`src/design/vn3_pkg.sv`:
```
`default_nettype none
package vn3_pkg;
    localparam int FracBits = 16;
    localparam int Depth = 14;
    localparam logic [31:0] HashInit = 32'ha511e9b3;
    localparam logic [31:0] HashGold = 32'h9e3779b9;
    localparam logic [31:0] HashMul1 = 32'h7feb352d;
    localparam logic [31:0] HashMul2 = 32'h846ca68b;

    function automatic logic [31:0] hash_mix(input logic [31:0] h, input logic [31:0] v);
        logic [31:0] m;
        begin
            m = h ^ (v + HashGold + {h[25:0], 6'd0} + {2'd0, h[31:2]});
            hash_mix = m ^ {16'd0, m[31:16]};
        end
    endfunction

    function automatic logic signed [25:0] blend(input logic signed [24:0] a,
                                                 input logic signed [24:0] b,
                                                 input logic [15:0] s);
        logic signed [25:0] d;
        logic signed [42:0] p;
        begin
            d = 26'(b) - 26'(a);
            p = 43'(d) * $signed({1'b0, s});
            blend = 26'(a) + 26'(p >>> 16);
        end
    endfunction
endpackage
`default_nettype wire

```
`src/design/vn3_hash.sv`:
```
`default_nettype none
// one corner hash over ten stages, two multiplies per mix round
module vn3_hash import vn3_pkg::*; (
    input  wire logic        clk,
    input  wire logic        en,
    input  wire logic [31:0] seed,
    input  wire logic [31:0] cx,
    input  wire logic [31:0] cy,
    input  wire logic [31:0] cz,
    output logic [23:0]      corner
);
    logic [31:0] h_reg [0:9];
    logic [31:0] y_reg [0:2];
    logic [31:0] z_reg [0:5];
    logic [31:0] a_next [0:2];
    logic [31:0] b_next [0:2];
    logic [31:0] c_next [0:2];

    always_comb
    begin
        for (int r = 0; r < 3; r++)
        begin
            b_next[r] = h_reg[3*r+1] ^ {15'd0, h_reg[3*r+1][31:15]};
            c_next[r] = h_reg[3*r+2] ^ {16'd0, h_reg[3*r+2][31:16]};
        end
        a_next[0] = hash_mix(seed ^ HashInit, cx);
        a_next[1] = hash_mix(c_next[0], y_reg[2]);
        a_next[2] = hash_mix(c_next[1], z_reg[5]);
    end

    always_ff @(posedge clk)
    begin
        if (en)
        begin
            h_reg[0] <= a_next[0];
            y_reg[0] <= cy;
            z_reg[0] <= cz;
            for (int k = 1; k < 3; k++)
                y_reg[k] <= y_reg[k-1];
            for (int k = 1; k < 6; k++)
                z_reg[k] <= z_reg[k-1];
            for (int r = 0; r < 3; r++)
            begin
                h_reg[3*r+1] <= 32'(h_reg[3*r] * HashMul1);
                h_reg[3*r+2] <= 32'(b_next[r] * HashMul2);
            end
            h_reg[3] <= a_next[1];
            h_reg[6] <= a_next[2];
            h_reg[9] <= c_next[2];
        end
    end

    assign corner = h_reg[9][23:0];
endmodule
`default_nettype wire

```
`config.mk`:
```
export PLATFORM = sky130hd
export DESIGN_NAME = vn3_hash
export DESIGN_NICKNAME = d
export VERILOG_FILES = /design/src/design/vn3_pkg.sv /design/src/design/vn3_hash.sv
export SDC_FILE = /design/constraint.sdc
export NUM_CORES = 2
export LEC_CHECK = 0
export BUFFER_PORTS_ARGS = -buffer_cell sky130_fd_sc_hd__buf_2
export CAP_MARGIN = 20
export CORE_MARGIN = 2
export CORE_UTILIZATION = 45
export DETAILED_ROUTE_END_ITERATION = 10
export HOLD_SLACK_MARGIN = 0.08
export PLACE_DENSITY_LB_ADDON = 0.1
export SYNTH_ARGS = -nofsm -noshare
export SYNTH_HDL_FRONTEND = slang
export SYNTH_SLANG_ARGS = --single-unit
```
`constraint.sdc`:
```
create_clock -name clk -period 9.05 [get_ports clk]
set_clock_uncertainty 0.15 [all_clocks]
set_input_delay 2.2625 -clock clk [delete_from_list [all_inputs] [get_ports clk]]
set_output_delay 2.2625 -clock clk [all_outputs]
set_load 0.01 [all_outputs]
```
==> flow_summary.json <==
{
  "start_util": 0.453,
  "syn_to_final_growth_pct": 8.19,
  "drt_first_pass_iters": 5,
  "grt_antenna_before_repair": 5,
  "drt_iter0_markers": 2390,
  "ctsHoldBuffers": 0,
  "yosysMostFrequentCell": "inv_1",
  "synthAdderAreaFrac": 0.505,
  "path_cells": "xnor2_1 -> inv_1 -> ha_1 -> ha_1 -> fa_1 -> inv_1 -> fa_1 -> inv_1 -> fa_1 -> inv_1 -> fa_1 -> inv_1 -> fa_1 -> fa_1 -> ha_1 -> and2_1 -> nand4b_1 -> o2111ai_1 -> a31oi_1 -> o21ai_0 -> a21o_1 -> a21oi_1 -> xor2_1",
  "hold_viol": 0,
  "htreeDepth": 3,
  "synth_top_area_frac": 0.295,
  "synth_warnings": 0,
  "synth_top_family_by_area": "adder cells",
  "io_buffers": 153,
  "ys_ff_latch": 600,
  "synthFlopType": "edfxtp_1",
  "root_buffer": "clkbuf_16",
  "grt_pass1_wl_um": 301000,
  "post-cts-setup-buffers": 0,
  "critPathMaxStageDelay_ns": 0.85,
  "grt_max_degree": 177,
  "synthDistinctLibCells": 87,
  "coreArea_um2": 172000,
  "cts_sinks": 600,
  "gr-usage-all-layers": 0.225,
  "final.min_clock_period_ns": 7.56,
  "antenna_left": 0,
  "clock_latency_ns": 0.68,
  "path_clk_slew_ns": 0.06,
  "hold_depth": 0,
  "slew_headroom": 0.266,
  "start_kind": "flop",
  "status": "finished, final reports clean",
  "synth_area_leader_cell": "fa_1",
  "die_w_um": 420,
  "cpMaxStageDelayCell": "xnor2_1",
  "final_nets": 9671,
  "vias_per_cell": 4.94,
  "synth_seq_area_share": 0.231,
  "cts_tree": "built",
  "reg2reg_depth": 23,
  "die_h_um": 420,
  "crit_top_cell": "fa_1",
  "maxCapViolCount": 0,
  "cts_resized": 0,
  "grt_overflow": 0,
  "synthMuxAreaShare": 0.000386,
  "cp-end-kind": "flop",
  "hold_start": "z_reg[4][16]",
  "netlist_instances": 6829,
  "synth_compound_area_frac": 0.0549,
  "worstReg2RegStart": "h_reg[4][24]",
  "worst_pin_slew_ns": 1.10,
  "die_area_um2": 176000,
  "wirelength_um": 188000,
  "required_ns": 9.30,
  "finalCritPeriodShare": 0.836,
  "final_layout_size_suffix_gt1_frac": 0.0495,
  "holdPathEnd": "z_reg[5][16]",
  "yosys.area_share.xor_xnor": 0.0872,
  "fin_tns_setup_ns": 0,
  "route.detailed.drc": 0,
  "synth_area_um2": 77800,
  "synth_fp_nets": 9413,
  "max_freq_mhz": 132,
  "cts_buffers": 74,
  "hpwl_um": 161000,
  "yosys.area_share.simple": 0.0300,
  "cp.arrival_ns": 7.81,
  "clock_path_buffers": 3,
  "setup_viol": 0,
  "num_vias": 46700,
  "cp_max_fo": 7,
  "slew_violations": 0,
  "antenna_cells": 0,
  "n_fill_cell": 15700,
  "synth_edf_count": 600,
  "largest_reg_flops": 312,
  "yosys-top-cells-area": "fa_1 30%, edfxtp_1 23%, ha_1 21%",
  "io_pins": 154,
  "grt_pass1_vias": 51700,
  "rsz0062_at_grt": "false",
  "rr_endpoint": "h_reg[5][31]",
  "rrSetupSlack_ns": 1.49,
  "async_flop_share": 0,
  "synth.top_cells.by_count": "1861 x inv_1, 1306 x ha_1, 1148 x fa_1",
  "gp_congestion": 0.894,
  "rows": 152,
  "crit_type": "flop to flop",
  "syn_area_per_cell_um2": 11.4,
  "wl_per_cell_um": 19.9,
  "min_path_type": "flop to flop"
}
## how the worst max path moves through the flow
stage	start	end	slack [ns]	cells after the start
global placement	h_reg[4][24]	h_reg[5][31]	1.65	23
floorplan	h_reg[1][24]	h_reg[2][28]	2.21	19
CTS	h_reg[4][24]	h_reg[5][31]	1.54	23
detailed placement	h_reg[4][24]	h_reg[5][31]	1.56	23
global route	h_reg[4][24]	h_reg[5][31]	1.03	20
finish	h_reg[4][24]	h_reg[5][31]	1.49	23
## metal layers
layer / global-route usage / part of all wire / vias to the layer above
li1: - / - / 22300
met1: 0.310 / 0.46 / 23600
met2: 0.385 / 0.49 / 622
met3: 0.0218 / 0.026 / 177
met4: 0.0457 / 0.020 / 0
met5: 0 / 0 / -
## worst max-delay path: cells and delay by family (launching register included)
kind | cells | cell delay (ns)
AO/OA/AOI/OAI | 5 | 1.06
XOR/XNOR | 2 | 0.93
adder cells (fa/ha/maj) | 9 | 3.92
buffers and inverters | 5 | 0.38
flip-flops | 1 | 0.53
AND/OR/NAND/NOR | 2 | 0.31
## final cells by class
cell class,count,area [µm²],area share
clock buffers,87,1920,0.0228
clock inverters,48,479,0.00569
inverters,1865,7000,0.0831
multi-input cells,4349,52800,0.626
flip-flops and latches,600,18000,0.214
well taps,2310,2890,0.0343
repair buffers,197,1140,0.0136
## placed cells by master, fill, tap and decap left out, types with 75 or more instances in the layout
cell type	count
a21o_1	94
a21oi_1	202
buf_2	152
clkbuf_16	75
edfxtp_1	600
fa_1	1148
ha_1	1306
inv_1	1861
nand2_1	100
nor2_1	132
o21ai_0	93
xnor2_1	565
xor2_1	204
## per-stage QoR
step	utilization	instance area (µm²)	hold WS, ns	worst slack (ns)	instances
3_5_place_dp	0.476	81800	0.255	1.56	9321
3_3_place_gp	0.476	81800	0.250	1.65	9321
2_1_floorplan	-	77800	0.250	2.21	6829
5_1_grt	0.490	84200	0.248	1.03	9456
6_report	0.490	84200	0.240	1.49	9456
4_1_cts	0.490	84200	0.244	1.54	9456
## cell families (layout without fill, tap and decap cells)
logic type / after synthesis / in the layout
AO/OA/AOI/OAI: 644 / 644
XOR/XNOR: 772 / 772
adder cells (fa/ha/maj): 2454 / 2454
buffers and inverters: 1880 / 2197
flip-flops: 600 / 600
multiplexers: 3 / 3
AND/OR/NAND/NOR: 476 / 476
Power is left out: the tool's default activity adds up to more than one toggle a clock period on the data nets, which glitch-free logic cannot reach.
